===== src/sv/i2cem_pkg.sv =====
// ----------------------------------------------------------------------------
// i2cem_pkg
// Shared types, codes and constants of the I2C memory-device master sequencer.
// ----------------------------------------------------------------------------
package i2cem_pkg;

	localparam int BUF_LEN_DEF = 64;

	localparam logic [1:0] OP_LOAD  = 2'd0;
	localparam logic [1:0] OP_WRITE = 2'd1;
	localparam logic [1:0] OP_READ  = 2'd2;
	localparam logic [1:0] OP_EVENT = 2'd3;

	localparam logic [1:0] ST_OK   = 2'd0;
	localparam logic [1:0] ST_FULL = 2'd1;
	localparam logic [1:0] ST_BUSY = 2'd2;

	localparam logic [2:0] CMD_NONE    = 3'd0;
	localparam logic [2:0] CMD_START   = 3'd1;
	localparam logic [2:0] CMD_RESTART = 3'd2;
	localparam logic [2:0] CMD_STOP    = 3'd3;
	localparam logic [2:0] CMD_SEND    = 3'd4;
	localparam logic [2:0] CMD_RECV    = 3'd5;
	localparam logic [2:0] CMD_ACK     = 3'd6;
	localparam logic [2:0] CMD_NACK    = 3'd7;

	localparam logic [2:0] REG_PAGE_SIZE  = 3'd0;
	localparam logic [2:0] REG_NACK_LIMIT = 3'd4;

	localparam logic [8:0] PAGE_SIZE_RST  = 9'd64;
	localparam logic [7:0] NACK_LIMIT_RST = 8'd0;

	localparam logic [7:0] DEV_ADDR_MASK = 8'hfe;
	localparam logic [7:0] DEV_RD_BIT    = 8'h01;
	localparam logic [7:0] NACK_SAT      = 8'hff;

	typedef struct packed {
		logic [1:0]  op;
		logic [7:0]  data_byte;
		logic [7:0]  device_addr;
		logic [15:0] mem_addr;
		logic [6:0]  read_count;
		logic        ack_stat;
		logic        bus_collision;
		logic [7:0]  rx_byte;
	} item_t;

	typedef struct packed {
		logic [1:0] status;
		logic [2:0] bus_cmd;
		logic [7:0] send_byte;
		logic       rx_valid;
		logic [5:0] rx_index;
		logic [7:0] rx_data;
		logic       write_done;
		logic       read_done;
		logic       failed;
	} result_t;

endpackage


===== src/sv/i2c_eeprom_master_sequencer_core.sv =====
// ----------------------------------------------------------------------------
// i2c_eeprom_master_sequencer_core
// Byte-level I2C master sequencer for 16-bit-addressed memory devices.
// ----------------------------------------------------------------------------
// Input channel (item_valid/item_stall/item): buffer loads, write and read
// requests, and bus-completion events carrying ack, collision and rx byte.
// Output channel (result_valid/result_stall/result): exactly one result word
// per input word, in order: status, next bus command, byte to send, stored
// received byte and done/failed flags.
// Registers on the APB port: page_size at 0x0, nack_limit at 0x4; write only
// while the sequencer is idle. pready is tied high.
// An accepted word passes the RAM-read stage, then the output register.
// Throughput: one word per cycle unless the receiver stalls. The byte buffer
// for transmit and receive is a single-port RAM read in the accept cycle and
// registered, merged into the result in the RAM-read stage, then held in the
// output register. While the receiver stalls, the output register holds and
// one more word is taken into the RAM-read stage; item_stall then rises until
// the output drains. Reset clears all control state and sets the registers
// to 64 and 0; the buffer RAM is not cleared and needs no clearing pass.
// ----------------------------------------------------------------------------
module i2c_eeprom_master_sequencer_core #(
	parameter int BUF_LEN = i2cem_pkg::BUF_LEN_DEF
) (
	input  logic              clk,
	input  logic              arst_n,
	input  logic              item_valid,
	output logic              item_stall,
	input  i2cem_pkg::item_t  item,
	output logic              result_valid,
	input  logic              result_stall,
	output i2cem_pkg::result_t result,
	input  logic              psel,
	input  logic              penable,
	input  logic              pwrite,
	input  logic [2:0]        paddr,
	input  logic [31:0]       pwdata,
	output logic [31:0]       prdata,
	output logic              pready
);
	import i2cem_pkg::*;

	localparam int IDX_W = (BUF_LEN > 1) ? $clog2(BUF_LEN) : 1;
	localparam int CNT_W = $clog2(BUF_LEN + 1);
	localparam int PE_W  = $clog2(BUF_LEN + 257);
	localparam logic [8:0]       BUF_LEN_9 = 9'(BUF_LEN);
	localparam logic [CNT_W-1:0] BUF_FULL  = CNT_W'(BUF_LEN);

	localparam logic [2:0] PH_IDLE    = 3'd0;
	localparam logic [2:0] PH_START   = 3'd1;
	localparam logic [2:0] PH_STOP    = 3'd2;
	localparam logic [2:0] PH_RESTART = 3'd3;
	localparam logic [2:0] PH_ACKWAIT = 3'd4;
	localparam logic [2:0] PH_RECV    = 3'd5;
	localparam logic [2:0] PH_ACKSENT = 3'd6;
	localparam logic [2:0] PH_NACKSENT = 3'd7;

	logic [8:0] page_size_q;
	logic [7:0] nack_limit_q;

	logic [2:0]       phase_q, phase_d;
	logic             is_write_q, is_write_d;
	logic             polling_q, polling_d;
	logic             restarted_q, restarted_d;
	logic             hi_q, hi_d;
	logic             lo_q, lo_d;
	logic             fail_q, fail_d;
	logic [7:0]       dev_q, dev_d;
	logic [15:0]      maddr_q, maddr_d;
	logic [CNT_W-1:0] tx_fill_q, tx_fill_d;
	logic [CNT_W-1:0] buf_pos_q, buf_pos_d;
	logic [PE_W-1:0]  page_end_q, page_end_d;
	logic [CNT_W-1:0] rx_total_q, rx_total_d;
	logic [7:0]       nack_q, nack_d;

	logic [7:0]       mem [BUF_LEN];
	logic [7:0]       rdata_q;
	logic             mem_we, mem_re;
	logic [IDX_W-1:0] mem_addr;
	logic [7:0]       mem_wdata;

	logic    accept, advance;
	logic    v_s1, mem_sel_s1, mem_sel;
	result_t res_s1, res;
	result_t merged_s1;
	logic    out_v_q;
	result_t out_q;

	logic [8:0]      ps, n9, bp9;
	logic [PE_W-1:0] ps_pe;
	logic [7:0]      nack_inc;
	logic [CNT_W-1:0] bp_inc;

	// ---------------- configuration port ----------------
	assign pready = 1'b1;

	always_ff @(posedge clk or negedge arst_n) begin
		if (!arst_n) begin
			page_size_q  <= PAGE_SIZE_RST;
			nack_limit_q <= NACK_LIMIT_RST;
		end else if (psel && penable && pwrite) begin
			if (paddr[2] == REG_NACK_LIMIT[2]) begin
				nack_limit_q <= pwdata[7:0];
			end else begin
				page_size_q <= pwdata[8:0];
			end
		end
	end

	always_comb begin
		if (paddr[2] == REG_NACK_LIMIT[2]) begin
			prdata = {24'd0, nack_limit_q};
		end else begin
			prdata = {23'd0, page_size_q};
		end
	end

	// ---------------- handshake ----------------
	assign advance    = v_s1 && (!out_v_q || !result_stall);
	assign item_stall = v_s1 && out_v_q && result_stall;
	assign accept     = item_valid && !item_stall;

	// ---------------- next-state decision ----------------
	assign ps       = (page_size_q == 9'd0) ? 9'd1 : page_size_q;
	assign ps_pe    = PE_W'(ps);
	assign bp9      = 9'(buf_pos_q);
	assign bp_inc   = buf_pos_q + 1'b1;
	assign nack_inc = (nack_q == NACK_SAT) ? nack_q : nack_q + 8'd1;

	always_comb begin
		phase_d     = phase_q;
		is_write_d  = is_write_q;
		polling_d   = polling_q;
		restarted_d = restarted_q;
		hi_d        = hi_q;
		lo_d        = lo_q;
		fail_d      = fail_q;
		dev_d       = dev_q;
		maddr_d     = maddr_q;
		tx_fill_d   = tx_fill_q;
		buf_pos_d   = buf_pos_q;
		page_end_d  = page_end_q;
		rx_total_d  = rx_total_q;
		nack_d      = nack_q;
		res         = '0;
		mem_we      = 1'b0;
		mem_re      = 1'b0;
		mem_sel     = 1'b0;
		mem_addr    = buf_pos_q[IDX_W-1:0];
		mem_wdata   = item.rx_byte;
		n9          = 9'(item.read_count);
		if (n9 == 9'd0) begin
			n9 = 9'd1;
		end
		if (n9 > BUF_LEN_9) begin
			n9 = BUF_LEN_9;
		end

		case (item.op)
			OP_LOAD: begin
				if (tx_fill_q == BUF_FULL) begin
					tx_fill_d  = '0;
					res.status = ST_FULL;
				end else if (phase_q != PH_IDLE) begin
					res.status = ST_BUSY;
				end else begin
					mem_we    = 1'b1;
					mem_addr  = tx_fill_q[IDX_W-1:0];
					mem_wdata = item.data_byte;
					tx_fill_d = tx_fill_q + 1'b1;
				end
			end
			OP_WRITE, OP_READ: begin
				if (phase_q != PH_IDLE) begin
					res.status = ST_BUSY;
				end else begin
					is_write_d  = (item.op == OP_WRITE);
					dev_d       = item.device_addr & DEV_ADDR_MASK;
					maddr_d     = item.mem_addr;
					buf_pos_d   = '0;
					restarted_d = 1'b0;
					hi_d        = 1'b0;
					lo_d        = 1'b0;
					phase_d     = PH_START;
					fail_d      = 1'b0;
					polling_d   = 1'b1;
					nack_d      = '0;
					res.bus_cmd = CMD_START;
					if (item.op == OP_WRITE) begin
						page_end_d = ps_pe;
					end else begin
						rx_total_d = n9[CNT_W-1:0];
					end
				end
			end
			default: begin
				if (phase_q != PH_IDLE) begin
					if (item.bus_collision) begin
						restarted_d = 1'b0;
						hi_d        = 1'b0;
						lo_d        = 1'b0;
						phase_d     = PH_START;
						res.bus_cmd = CMD_START;
					end else begin
						case (phase_q)
							PH_START: begin
								res.send_byte = dev_q;
								res.bus_cmd   = CMD_SEND;
								phase_d       = PH_ACKWAIT;
							end
							PH_RESTART: begin
								res.send_byte = dev_q | DEV_RD_BIT;
								res.bus_cmd   = CMD_SEND;
								phase_d       = PH_ACKWAIT;
							end
							PH_STOP: begin
								if (fail_q) begin
									res.failed = 1'b1;
								end else if (polling_q) begin
									res.bus_cmd = CMD_START;
								end else begin
									res.write_done = is_write_q;
									res.read_done  = !is_write_q;
								end
								if (!fail_q && polling_q) begin
									phase_d = PH_START;
								end else begin
									phase_d     = PH_IDLE;
									is_write_d  = 1'b0;
									polling_d   = 1'b0;
									restarted_d = 1'b0;
									hi_d        = 1'b0;
									lo_d        = 1'b0;
								end
							end
							PH_ACKWAIT: begin
								if (item.ack_stat) begin
									if (!polling_q) begin
										nack_d = nack_inc;
										if (nack_limit_q != 8'd0 && nack_inc >= nack_limit_q) begin
											fail_d = 1'b1;
										end
									end
									phase_d     = PH_STOP;
									res.bus_cmd = CMD_STOP;
								end else begin
									polling_d = 1'b0;
									if (hi_q && lo_q) begin
										if (is_write_q) begin
											if (buf_pos_q >= tx_fill_q) begin
												phase_d     = PH_STOP;
												res.bus_cmd = CMD_STOP;
												tx_fill_d   = '0;
											end else if (PE_W'(buf_pos_q) >= page_end_q) begin
												phase_d     = PH_STOP;
												res.bus_cmd = CMD_STOP;
												page_end_d  = page_end_q + ps_pe;
												polling_d   = 1'b1;
												maddr_d     = maddr_q + 16'(ps);
												hi_d        = 1'b0;
												lo_d        = 1'b0;
											end else begin
												mem_re      = 1'b1;
												mem_sel     = 1'b1;
												res.bus_cmd = CMD_SEND;
												buf_pos_d   = bp_inc;
											end
										end else if (restarted_q) begin
											res.bus_cmd = CMD_RECV;
											phase_d     = PH_RECV;
										end else begin
											res.bus_cmd = CMD_RESTART;
											phase_d     = PH_RESTART;
											restarted_d = 1'b1;
										end
									end else if (hi_q) begin
										res.send_byte = maddr_q[7:0];
										res.bus_cmd   = CMD_SEND;
										lo_d          = 1'b1;
									end else begin
										res.send_byte = maddr_q[15:8];
										res.bus_cmd   = CMD_SEND;
										hi_d          = 1'b1;
									end
								end
							end
							PH_RECV: begin
								// bytes past the buffer end are reported but not stored
								mem_we       = (buf_pos_q < BUF_FULL);
								res.rx_valid = 1'b1;
								res.rx_index = bp9[5:0];
								res.rx_data  = item.rx_byte;
								buf_pos_d    = bp_inc;
								if (bp_inc >= rx_total_q) begin
									res.bus_cmd = CMD_NACK;
									phase_d     = PH_NACKSENT;
								end else begin
									res.bus_cmd = CMD_ACK;
									phase_d     = PH_ACKSENT;
								end
							end
							PH_ACKSENT: begin
								res.bus_cmd = CMD_RECV;
								phase_d     = PH_RECV;
							end
							default: begin
								res.bus_cmd = CMD_STOP;
								phase_d     = PH_STOP;
							end
						endcase
					end
				end
			end
		endcase
	end

	// ---------------- sequencer state ----------------
	always_ff @(posedge clk or negedge arst_n) begin
		if (!arst_n) begin
			phase_q     <= PH_IDLE;
			is_write_q  <= 1'b0;
			polling_q   <= 1'b0;
			restarted_q <= 1'b0;
			hi_q        <= 1'b0;
			lo_q        <= 1'b0;
			fail_q      <= 1'b0;
			dev_q       <= '0;
			maddr_q     <= '0;
			tx_fill_q   <= '0;
			buf_pos_q   <= '0;
			page_end_q  <= '0;
			rx_total_q  <= '0;
			nack_q      <= '0;
		end else if (accept) begin
			phase_q     <= phase_d;
			is_write_q  <= is_write_d;
			polling_q   <= polling_d;
			restarted_q <= restarted_d;
			hi_q        <= hi_d;
			lo_q        <= lo_d;
			fail_q      <= fail_d;
			dev_q       <= dev_d;
			maddr_q     <= maddr_d;
			tx_fill_q   <= tx_fill_d;
			buf_pos_q   <= buf_pos_d;
			page_end_q  <= page_end_d;
			rx_total_q  <= rx_total_d;
			nack_q      <= nack_d;
		end
	end

	// ---------------- byte buffer RAM ----------------
	always_ff @(posedge clk) begin
		if (accept && mem_we) begin
			mem[mem_addr] <= mem_wdata;
		end
		if (accept && mem_re) begin
			rdata_q <= mem[mem_addr];
		end
	end

	// ---------------- RAM-read stage and output register ----------------
	always_ff @(posedge clk or negedge arst_n) begin
		if (!arst_n) begin
			v_s1    <= 1'b0;
			out_v_q <= 1'b0;
		end else begin
			if (accept) begin
				v_s1 <= 1'b1;
			end else if (advance) begin
				v_s1 <= 1'b0;
			end
			if (advance) begin
				out_v_q <= 1'b1;
			end else if (!result_stall) begin
				out_v_q <= 1'b0;
			end
		end
	end

	always_comb begin
		merged_s1 = res_s1;
		if (mem_sel_s1) begin
			merged_s1.send_byte = rdata_q;
		end
	end

	always_ff @(posedge clk) begin
		if (accept) begin
			res_s1     <= res;
			mem_sel_s1 <= mem_sel;
		end
		if (advance) begin
			out_q <= merged_s1;
		end
	end

	assign result_valid = out_v_q;
	assign result       = out_q;

endmodule


===== config.mk =====
export PLATFORM = sky130hd
export DESIGN_NAME = i2c_eeprom_master_sequencer_core
export DESIGN_NICKNAME = d
export VERILOG_FILES = /design/src/sv/i2cem_pkg.sv /design/src/sv/i2c_eeprom_master_sequencer_core.sv
export SDC_FILE = /design/constraint.sdc
export NUM_CORES = 1
export LEC_CHECK = 0
export BUFFER_PORTS_ARGS = -buffer_cell sky130_fd_sc_hd__buf_2
export CORE_ASPECT_RATIO = 1.2
export CORE_MARGIN = 1
export CORE_UTILIZATION = 45
export DETAILED_ROUTE_END_ITERATION = 7
export HOLD_SLACK_MARGIN = 0.05
export PLACE_DENSITY = 0.59
export RECOVER_POWER = 50
export SLEW_MARGIN = 20
export SYNTH_ARGS = -nofsm -noshare
export SYNTH_HDL_FRONTEND = slang
export SYNTH_SLANG_ARGS = --single-unit

===== constraint.sdc =====
create_clock -name clk -period 7.4 [get_ports clk]
set_input_delay 0.37 -clock clk [delete_from_list [all_inputs] [get_ports clk]]
set_output_delay 0.37 -clock clk [all_outputs]
set_load 0.005 [all_outputs]

==> flow_metrics.tcl, run 1 <==
set metrics [dict create \
    outcome "complete, but fails checks" \
    violations "capacitance limit, slew limit" \
    drt_pre_antenna_iters 8 \
    total_via_count_after_detailed_routing 17600 \
    timing.slew.headroom -1.77 \
    wl_per_cell_um 25.4 \
    leakagePower_uw 0.0108 \
    worstSetupStartpointType "flop" \
    timing_max_transition_violations_final 614 \
    floorplan.die_area_sq_um 63200 \
    drt_drc_violations_left 0 \
    layoutNonFillerInstCount 2919 \
    endpoint_kind "flop" \
    io_buffer_count 108 \
    comb_power_share 0.256 \
    min_period_over_period 0.710 \
    rsz0062_at_grt "no" \
    initial_core_util 0.457 \
    worstPathArrival_ns 5.52 \
    cts.reportedPaths.clkPinSlew_ns 0.06 \
    postPlaceCellArea_sq_um 29300 \
    gp_congestion 0.869 \
    pwr-share-clk 0.313 \
    detailedPlacementHpwl_mm 46.0 \
    starting_drc_count_in_detailed_routing 1984 \
    syn_inst 1941 \
    synth-edff-count 583 \
    fin_hold_ws_ns 0.0846 \
    postSynthAreaPerCell_sq_um 14.4 \
    grt_max_degree 66 \
    clock_tree.root_cell "sky130_fd_sc_hd__clkbuf_16" \
    synthesis_to_finish_area_growth_pct 13.4 \
    clkSinkCount 672 \
    floorplan.core_area_sq_um 61200 \
    power.density_nw_per_um2 342 \
    numPlacedInstances 2770 \
    netlist-cell-type-count 74 \
    ios 159 \
    finalSetupViolations 0 \
    postCtsSetupRepairBufs 0 \
    switching_share 0.323 \
    dieWidth_um 230 \
    via_per_inst 6.03 \
    fraction_of_registers_with_async_set_reset 0.132 \
    fmaxAchievable_mhz 190 \
    drtAntennaViolNets 0 \
    hp-class "in2reg" \
    cts_tree "yes" \
    setup_tns_ns 0 \
    timing_worst_setup_path_type "reg2reg" \
    part_of_the_yosys_area_used_for_sequential_elements 0.705 \
    insertion_delay_ns 0.62 \
    period_needed_ns 5.26 \
    ys.flop_type "sky130_fd_sc_hd__edfxtp_1" \
    critical_path_peak_fanout 32 \
    numCtsBuffers 67 \
    synth-warning-count 0 \
    number_of_global_route_vias_before_repair 17300 \
    vdd_drop_max_mv 0.200 \
    report.power.total_uw 10900 \
    power.net_switching_uw 3510 \
    rows 99 \
    finish.net_count 2215 \
    tightest_slew_ns 4.12 \
    timing.critical_path.required_ns 7.66 \
    die_y_extent_um 275 \
    ctsHtreeMaxLevel 3 \
    sequential_group_share_of_total_power 0.430 \
    maxCapViolations 11 \
    global_route_wire_length_before_repair_mm 111 \
    insertedDiodeCount 0 \
    count_of_endpoints_failing_hold_in_the_final_timing_report 0 \
    final_common_cell "sky130_fd_sc_hd__edfxtp_1" \
    final_design_area_no_fill_sq_um 31700 \
    cellInternalPower_uw 7350 \
    gr-usage-all-layers 0.236 \
    netlist_area_sq_um 28000 \
    synth.ff_latch_count 672 \
    antenna_found_initial 2 \
    skew_ns 0.0195 \
    most-common-layout-cells "sky130_fd_sc_hd__edfxtp_1 (583), sky130_fd_sc_hd__nand2_1 (148), sky130_fd_sc_hd__nor2_1 (129)" \
    post_route_cells_drive_above_1_share 0.130 \
    clock_path_buffers 3 \
    wl_mm 74.1 \
    grt_remaining_overflow 0 \
]
-- cells in the mapped netlist, types with 50 or more instances --
| master | number | area [sq um] |
|---|---|---|
| sky130_fd_sc_hd__a21oi_1 | 52 | 260 |
| sky130_fd_sc_hd__a222oi_1 | 85 | 851 |
| sky130_fd_sc_hd__a31oi_1 | 60 | 375 |
| sky130_fd_sc_hd__clkbuf_1 | 92 | 345 |
| sky130_fd_sc_hd__dfrtp_1 | 88 | 2200 |
| sky130_fd_sc_hd__edfxtp_1 | 583 | 17500 |
| sky130_fd_sc_hd__ha_1 | 57 | 713 |
| sky130_fd_sc_hd__inv_1 | 52 | 195 |
| sky130_fd_sc_hd__mux2_2 | 50 | 563 |
| sky130_fd_sc_hd__nand2_1 | 156 | 586 |
| sky130_fd_sc_hd__nor2_1 | 129 | 484 |
-- worst max-delay path: stages (launching register included) --
cell and delay (ns):
sky130_fd_sc_hd__dfrtp_1 0.53, sky130_fd_sc_hd__or3_1 0.57, sky130_fd_sc_hd__a211oi_4 0.91, sky130_fd_sc_hd__nor4_2 0.05
sky130_fd_sc_hd__buf_4 0.26, sky130_fd_sc_hd__or2_2 0.52, sky130_fd_sc_hd__buf_4 0.37, sky130_fd_sc_hd__a222oi_1 0.42
sky130_fd_sc_hd__a31oi_1 0.15, sky130_fd_sc_hd__nor4_1 0.76, sky130_fd_sc_hd__nand2_1 0.31
-- stage by stage --
| stage | utilization | setup slack, ns |
|---|---|---|
| 5_1_grt | 0.518 | 1.70 |
| 2_1_floorplan | - | 3.69 |
| 4_1_cts | 0.520 | 2.26 |
| 3_5_place_dp | 0.480 | 2.28 |
| 6_report | 0.518 | 2.14 |
| 3_3_place_gp | 0.480 | 2.34 |
-- routing by layer --
metal,GRT usage,up-vias,part of all wire
met5,0,-,0.00018
met4,0.0863,2,0.030
met3,0.0321,139,0.070
met2,0.405,731,0.50
met1,0.305,8864,0.40
li1,-,7871,-
-- cell families after synthesis --
kind of cell             Yosys count  share of synthesized area
adder cells (fa/ha/maj)           60                     0.0276
other                              2                   0.000268
flip-flops                       672                      0.705
AND/OR/NAND/NOR                  463                     0.0779
AO/OA/AOI/OAI                    463                      0.126
multiplexers                      68                     0.0266
XOR/XNOR                          20                    0.00626
buffers and inverters            193                     0.0302
-- power by group through the flow --
| stage | clock network, uW | logic (uW) | registers (uW) |
|---|---|---|---|
| after floorplan | 0 | 1860 | 4610 |
| after global placement | 0 | 2720 | 4720 |
| after detailed placement | 0 | 2760 | 4730 |
| after CTS | 3460 | 2790 | 4650 |
| after global routing | 3590 | 3030 | 4700 |
| final | 3400 | 2790 | 4670 |
-- area by class of cell --
class | count | area (sq um)
Clock buffer | 78 | 1720
Timing Repair Buffer | 171 | 1040
Inverter | 52 | 195
Clock inverter | 40 | 463
Tap cell | 808 | 1010
Sequential cell | 672 | 19700
Fill cell | 5029 | 29500
Multi-Input combinational cell | 1098 | 7570
-- sequential cells by signal (all words and copies together) (netlist names), 8 cells and up --
name	count
mem	512
result	31
merged_s1	23
maddr_q	16
page_end_q	9
page_size_q	9
nack_limit_q	8
nack_q	8
rdata_q	8
res_s1	8
-- final timing paths --
check	startpoint	end	slack (ns)	cells past startpoint
worst max-delay path	phase_q[1]$_DFFE_PN0P_	rdata_q[0]$_DFFE_PP_	2.14	10
worst min-delay path	item[20]	maddr_q[3]$_DFFE_PN0P_	0.08	3
worst max register to register	phase_q[1]$_DFFE_PN0P_	rdata_q[0]$_DFFE_PP_	2.14	10
worst min register to register	merged_s1[12]$_SDFFCE_PP0P_	result[12]$_DFFE_PP_	0.42	0
max in group asynchronous	arst_n	tx_fill_q[5]$_DFFE_PN0P_	2.64	3
min in group asynchronous	arst_n	nack_limit_q[5]$_DFFE_PN0P_	0.80	2
-- timing repair --
action	CTS	global route
endpoints found under the setup margin	0	0
hold endpoints to repair	70	0
hold buffers	31	0
resized for setup	0	0
(Power assumes the default switching activity.)
==> inputs of run 2 (changes only) <==
PLACE_DENSITY = 0.61   (was 0.59)
clock period = 4.6 ns   (was 7.4 ns; I/O delays follow)
==> run 2 against run 1 <==
The flow still finishes with violations (capacitance limit, slew limit). Fmax increased by 25%. Total power increased by 59%. Combinational power increased by 63%. Clock skew increased by 0.0024 ns. Clock power increased by 55%. Hold slack improved by 0.062 ns. Global-route usage increased by 0.34 points. Sequential cell count unchanged.
==> flow_metrics.tcl, run 2 (synthesis results as in run 1) <==
set metrics [dict create \
    cts_tree "yes" \
    dieWidth_um 230 \
    largest_register_ffs 512 \
    rsz0062_at_grt "no" \
    globalRouteMet3Util 0.0341 \
    synthesis_to_finish_area_growth_pct 16.2 \
    min_period_over_period 0.912 \
    detailedPlacementHpwl_mm 50.0 \
    drtAntennaViolNets 0 \
    clkSinkCount 672 \
    timing.critical_path.required_ns 4.67 \
    internal_reg_to_reg_setup_slack_ns 0.40 \
    count_of_endpoints_failing_hold_in_the_final_timing_report 0 \
    rows 99 \
    grt_remaining_overflow 0 \
    endpoint_kind "flop" \
    ctsHtreeMaxLevel 3 \
    clock_tree.root_cell "sky130_fd_sc_hd__clkbuf_16" \
    grt_use_met2 0.422 \
    initial_core_util 0.457 \
    numCtsBuffers 67 \
    number_of_global_route_vias_before_repair 18100 \
    r2r_startpoint "tx_fill_q[0]$_DFFE_PN0P_" \
    outcome "complete, but fails checks" \
    final_common_cell "sky130_fd_sc_hd__edfxtp_1" \
    post_route_cells_drive_above_1_share 0.162 \
    finalSetupViolations 0 \
    violations "capacitance limit, slew limit" \
    floorplan.core_area_sq_um 61200 \
    critical_path.reg2reg.endpoint "mem[20][5]$_DFFE_PP_" \
    insertion_delay_ns 0.61 \
    wl_per_cell_um 24.9 \
    insertedDiodeCount 0 \
    drt_pre_antenna_iters 7 \
    leakagePower_uw 0.0113 \
    worstSetupStartpointType "flop" \
    min_to "polling_q$_DFFE_PN0P_" \
    floorplan.die_area_sq_um 63200 \
    total_via_count_after_detailed_routing 18100 \
    antenna_found_initial 0 \
    hp-class "in2reg" \
    cts.reportedPaths.clkPinSlew_ns 0.06 \
    wl_mm 75.2 \
    timing_max_transition_violations_final 222 \
    max_flop_register "mem" \
    most-common-layout-cells "sky130_fd_sc_hd__edfxtp_1 (583), sky130_fd_sc_hd__nand2_1 (155), sky130_fd_sc_hd__nor2_1 (129)" \
    grt_max_degree 65 \
    clock_path_buffers 3 \
    io_buffer_count 108 \
    critical_path_peak_fanout 64 \
    finish.net_count 2325 \
    ios 159 \
    timing_worst_setup_path_type "reg2reg" \
    fin_hold_ws_ns 0.146 \
    report.power.total_uw 17300 \
    maxCapViolations 5 \
    timing.slew.headroom -0.892 \
    vdd_drop_max_mv 0.326 \
    numPlacedInstances 2859 \
    post_cts_resized 0 \
    fmaxAchievable_mhz 238 \
    hold_start "item[8]" \
    layoutNonFillerInstCount 3026 \
    tightest_slew_ns 2.83 \
    starting_drc_count_in_detailed_routing 1871 \
    die_y_extent_um 275 \
    power.density_nw_per_um2 532 \
    use_met1 0.302 \
    busiest_layer "met2" \
    gp_congestion 0.896 \
    global_route_wire_length_before_repair_mm 113 \
    setup_tns_ns 0 \
    via_per_inst 5.99 \
    drt_drc_violations_left 0 \
    skew_ns 0.0218 \
    hold-path-cell-count 4 \
    worstPathArrival_ns 4.26 \
    gr-usage-all-layers 0.239 \
    r2r_cells 7 \
    period_needed_ns 4.20 \
]
-- run 2: area by class of cell --
class,instances,area [sq um]
Fill cell,5033,28700
Clock buffer,84,1780
Tap cell,808,1010
Timing Repair Buffer,281,1930
Multi-Input combinational cell,1098,7550
Sequential cell,672,19700
Clock inverter,31,305
Inverter,52,195
-- run 2: per-layer routing --
layer | wire (um) | share of wire
met1 | 29300 | 0.39
met2 | 38500 | 0.51
met3 | 5320 | 0.071
met4 | 2110 | 0.028
met5 | 0 | 0
-- run 2: worst max-delay path by stage --
| stage | from | endpoint | cells after the start |
|---|---|---|---|
| finish | tx_fill_q[0]$_DFFE_PN0P_ | mem[20][5]$_DFFE_PP_ | 7 |
| global route | tx_fill_q[0]$_DFFE_PN0P_ | mem[58][5]$_DFFE_PP_ | 7 |
| CTS | tx_fill_q[1]$_DFFE_PN0P_ | mem[56][6]$_DFFE_PP_ | 9 |
| detailed placement | tx_fill_q[1]$_DFFE_PN0P_ | mem[56][0]$_DFFE_PP_ | 9 |
| global placement | tx_fill_q[0]$_DFFE_PN0P_ | rdata_q[2]$_DFFE_PP_ | 11 |
| floorplan | tx_fill_q[0]$_DFFE_PN0P_ | mem[17][0]$_DFFE_PP_ | 13 |
-- run 2: per-stage QoR --
| step | worst slack [ns] | instance area, sq um | util |
|---|---|---|---|
| final | 0.404 | 32500 | 0.531 |
| after global routing | 0.140 | 32500 | 0.531 |
| after CTS | 0.458 | 32600 | 0.533 |
| after detailed placement | 0.459 | 30000 | 0.491 |
| after global placement | 0.556 | 30000 | 0.491 |
| after floorplan | 0.888 | 28100 | - |
-- run 2: power breakdown --
group | total (uW) | internal, uW | switching (uW)
clock network | 5270 | 3030 | 2240
logic | 4550 | 1680 | 2870
registers | 7480 | 7120 | 363
-- run 2: repair_timing --
item / 4_1_cts / 5_1_grt
endpoints found under the setup margin: 0 / 0
hold buffers: 52 / 0
setup buffers: 0 / 0
hold endpoints to repair: 100 / 0
-- run 2: critical path, cell delays in order (launching register included) --
cell and delay, ns:
sky130_fd_sc_hd__dfrtp_1 0.54, sky130_fd_sc_hd__inv_1 0.13, sky130_fd_sc_hd__ha_1 0.23, sky130_fd_sc_hd__nor4b_2 0.19, sky130_fd_sc_hd__a211oi_4 0.47, sky130_fd_sc_hd__buf_4 0.31
sky130_fd_sc_hd__nand2_1 0.09, sky130_fd_sc_hd__nand2_1 1.59
==> inputs of run 3 (changes only) <==
REMOVE_ABC_BUFFERS = 1   (was not set)
==> run 3 against run 2 <==
The run still ends with capacitance limit, slew limit left. Cell area rose by 0.22%. Register-to-register slack got worse by 0.13 ns. Global-route usage fell by 0.22 points. Sequential share of layout area fell by 0.13 points. Combinational power fell by 1%. Largest cell class unchanged. Via count rose by 0.28%. Final cell count rose by 0.23%. Critical endpoint is now rdata_q[7]$_DFFE_PP_.
==> flow_metrics.tcl, run 3 (synthesis results as in run 1) <==
set metrics [dict create \
    largest_register_ffs 512 \
    synthesis_to_finish_area_growth_pct 16.4 \
    wl_per_cell_um 24.8 \
    antenna_found_initial 0 \
    r2r_cells 13 \
    fmaxAchievable_mhz 231 \
    drt_drc_violations_left 0 \
    drt_pre_antenna_iters 7 \
    min_period_over_period 0.941 \
    finish.net_count 2324 \
    insertion_delay_ns 0.62 \
    gr-usage-all-layers 0.237 \
    grt_remaining_overflow 0 \
    timing_worst_setup_path_type "reg2reg" \
    skew_ns 0.0183 \
    detailedPlacementHpwl_mm 49.4 \
    maxCapViolations 3 \
    register_cell_area_after_layout_sq_um 19700 \
    fillers 5040 \
    numPlacedInstances 2857 \
    final_design_area_no_fill_sq_um 32600 \
    starting_drc_count_in_detailed_routing 2229 \
    dieWidth_um 230 \
    clock_tree.root_cell "sky130_fd_sc_hd__clkbuf_16" \
    post-route-util 0.532 \
    rsz0062_at_grt "no" \
    clock_path_buffers 3 \
    hp-class "in2reg" \
    via_per_inst 5.99 \
    clkSinkCount 672 \
    most-common-layout-cells "sky130_fd_sc_hd__edfxtp_1 (583), sky130_fd_sc_hd__nand2_1 (155), sky130_fd_sc_hd__nor2_1 (129)" \
    endpoint_kind "flop" \
    count_of_endpoints_failing_hold_in_the_final_timing_report 0 \
    critical_path.cell_chain "inv_1 > ha_1 > nor4b_2 > a211oi_4 > buf_4 > mux2i_4 > buf_12 > buf_4 > a22o_1 > a21oi_1 > a41oi_1 > nor4_1 > o2111ai_1" \
    violations "capacitance limit, slew limit" \
    finalSetupViolations 0 \
    io_buffer_count 108 \
    fin_hold_ws_ns 0.149 \
    crit_slowest_cell "sky130_fd_sc_hd__mux2i_4" \
    gp_congestion 0.897 \
    floorplan.die_area_sq_um 63200 \
    insertedDiodeCount 0 \
    drtAntennaViolNets 0 \
    timing.critical_path.depth 13 \
    power.density_nw_per_um2 536 \
    leakagePower_uw 0.0113 \
    vdd_drop_max_mv 0.275 \
    post_route_cells_drive_above_1_share 0.164 \
    die_y_extent_um 275 \
    worst_path_largest_cell_delay_ns 0.61 \
    numCtsBuffers 68 \
    final_common_cell "sky130_fd_sc_hd__edfxtp_1" \
    critical_path_peak_fanout 32 \
    period_needed_ns 4.33 \
    post_cts_resized 0 \
    busiest_layer "met2" \
    worstPathArrival_ns 4.71 \
    timing.slew.headroom -0.932 \
    timing.critical_path.required_ns 4.99 \
    initial_core_util 0.457 \
    outcome "complete, but fails checks" \
    cts.reportedPaths.clkPinSlew_ns 0.06 \
    tightest_slew_ns 2.90 \
    total_via_count_after_detailed_routing 18200 \
    critPathTopFamily "compound AO/OA/AOI/OAI gates" \
    wl_mm 75.1 \
    ios 159 \
    crit_path_frequent_cell "sky130_fd_sc_hd__buf_4" \
    grt_max_degree 65 \
    worstSetupStartpointType "flop" \
    number_of_global_route_vias_before_repair 18000 \
    multi_input_comb_area_sq_um 7550 \
    use_met1 0.291 \
    layoutNonFillerInstCount 3033 \
    globalRouteMet3Util 0.0318 \
    postCtsSetupRepairBufs 0 \
    floorplan.core_area_sq_um 61200 \
    postPlaceCellArea_sq_um 30000 \
    hold-path-cell-count 4 \
    max_flop_register "mem" \
    critical_path.n_buffers_inverters 4 \
    grt_use_met2 0.420 \
    global_route_wire_length_before_repair_mm 112 \
    cts_tree "yes" \
    timing_max_transition_violations_final 107 \
    ctsHtreeMaxLevel 3 \
    rows 99 \
]
[run 3: what timing repair did]
| item | 4_1_cts | 5_1_grt |
|---|---|---|
| hold buffers | 51 | 0 |
| endpoints found under the hold margin | 106 | 0 |
| endpoints found under the setup margin | 0 | 0 |
[run 3: final cells by class]
class / count / area share
Sequential cell: 672 / 0.606
Multi-Input combinational cell: 1098 / 0.232
Timing Repair Buffer: 279 / 0.0579
Clock buffer: 79 / 0.0548
Tap cell: 808 / 0.0310
Clock inverter: 45 / 0.0128
Inverter: 52 / 0.00599
[run 3: path summary, 6_finish.rpt]
kind | startpoint | end | slack [ns]
setup / recovery | tx_fill_q[1]$_DFFE_PN0P_ | rdata_q[7]$_DFFE_PP_ | 0.27
min in group asynchronous | arst_n | dev_q[7]$_DFFE_PN0P_ | 1.11
hold / removal | item[8] | polling_q$_DFFE_PN0P_ | 0.15
hold reg to reg | merged_s1[3]$_SDFFCE_PP0P_ | result[3]$_DFFE_PP_ | 0.42
max in group asynchronous | arst_n | tx_fill_q[5]$_DFFE_PN0P_ | 1.23
setup reg to reg | tx_fill_q[1]$_DFFE_PN0P_ | rdata_q[7]$_DFFE_PP_ | 0.27
[run 3: power by group]
part | total (uW) | switching, uW | internal [uW]
Combinational | 4490 | 2800 | 1690
Sequential | 7480 | 368 | 7120
Clock | 5480 | 2330 | 3140
Total | 17500 | 5500 | 12000
[run 3: tightest hold or removal path: cells and delay by family]
kind | cells | cell delay, ns
AO/OA/AOI/OAI | 2 | 0.18
buffers and inverters | 1 | 0.20
AND/OR/NAND/NOR | 1 | 0.09
[run 3: metrics by stage]
step	power [uW]	TNS (ns)	worst slack, ns
detailed placement	12000	0	0.207
finish	17500	0	0.271
global route	18200	0	0.0648
CTS	17600	0	0.285
global placement	11900	0	0.342
floorplan	10300	-619.64	-3.54
[run 3: metal layers]
metal | vias to the layer above | part of all wire
met5 | - | 0
met4 | 0 | 0.035
met3 | 154 | 0.069
met2 | 778 | 0.51
met1 | 9149 | 0.38
li1 | 8082 | -
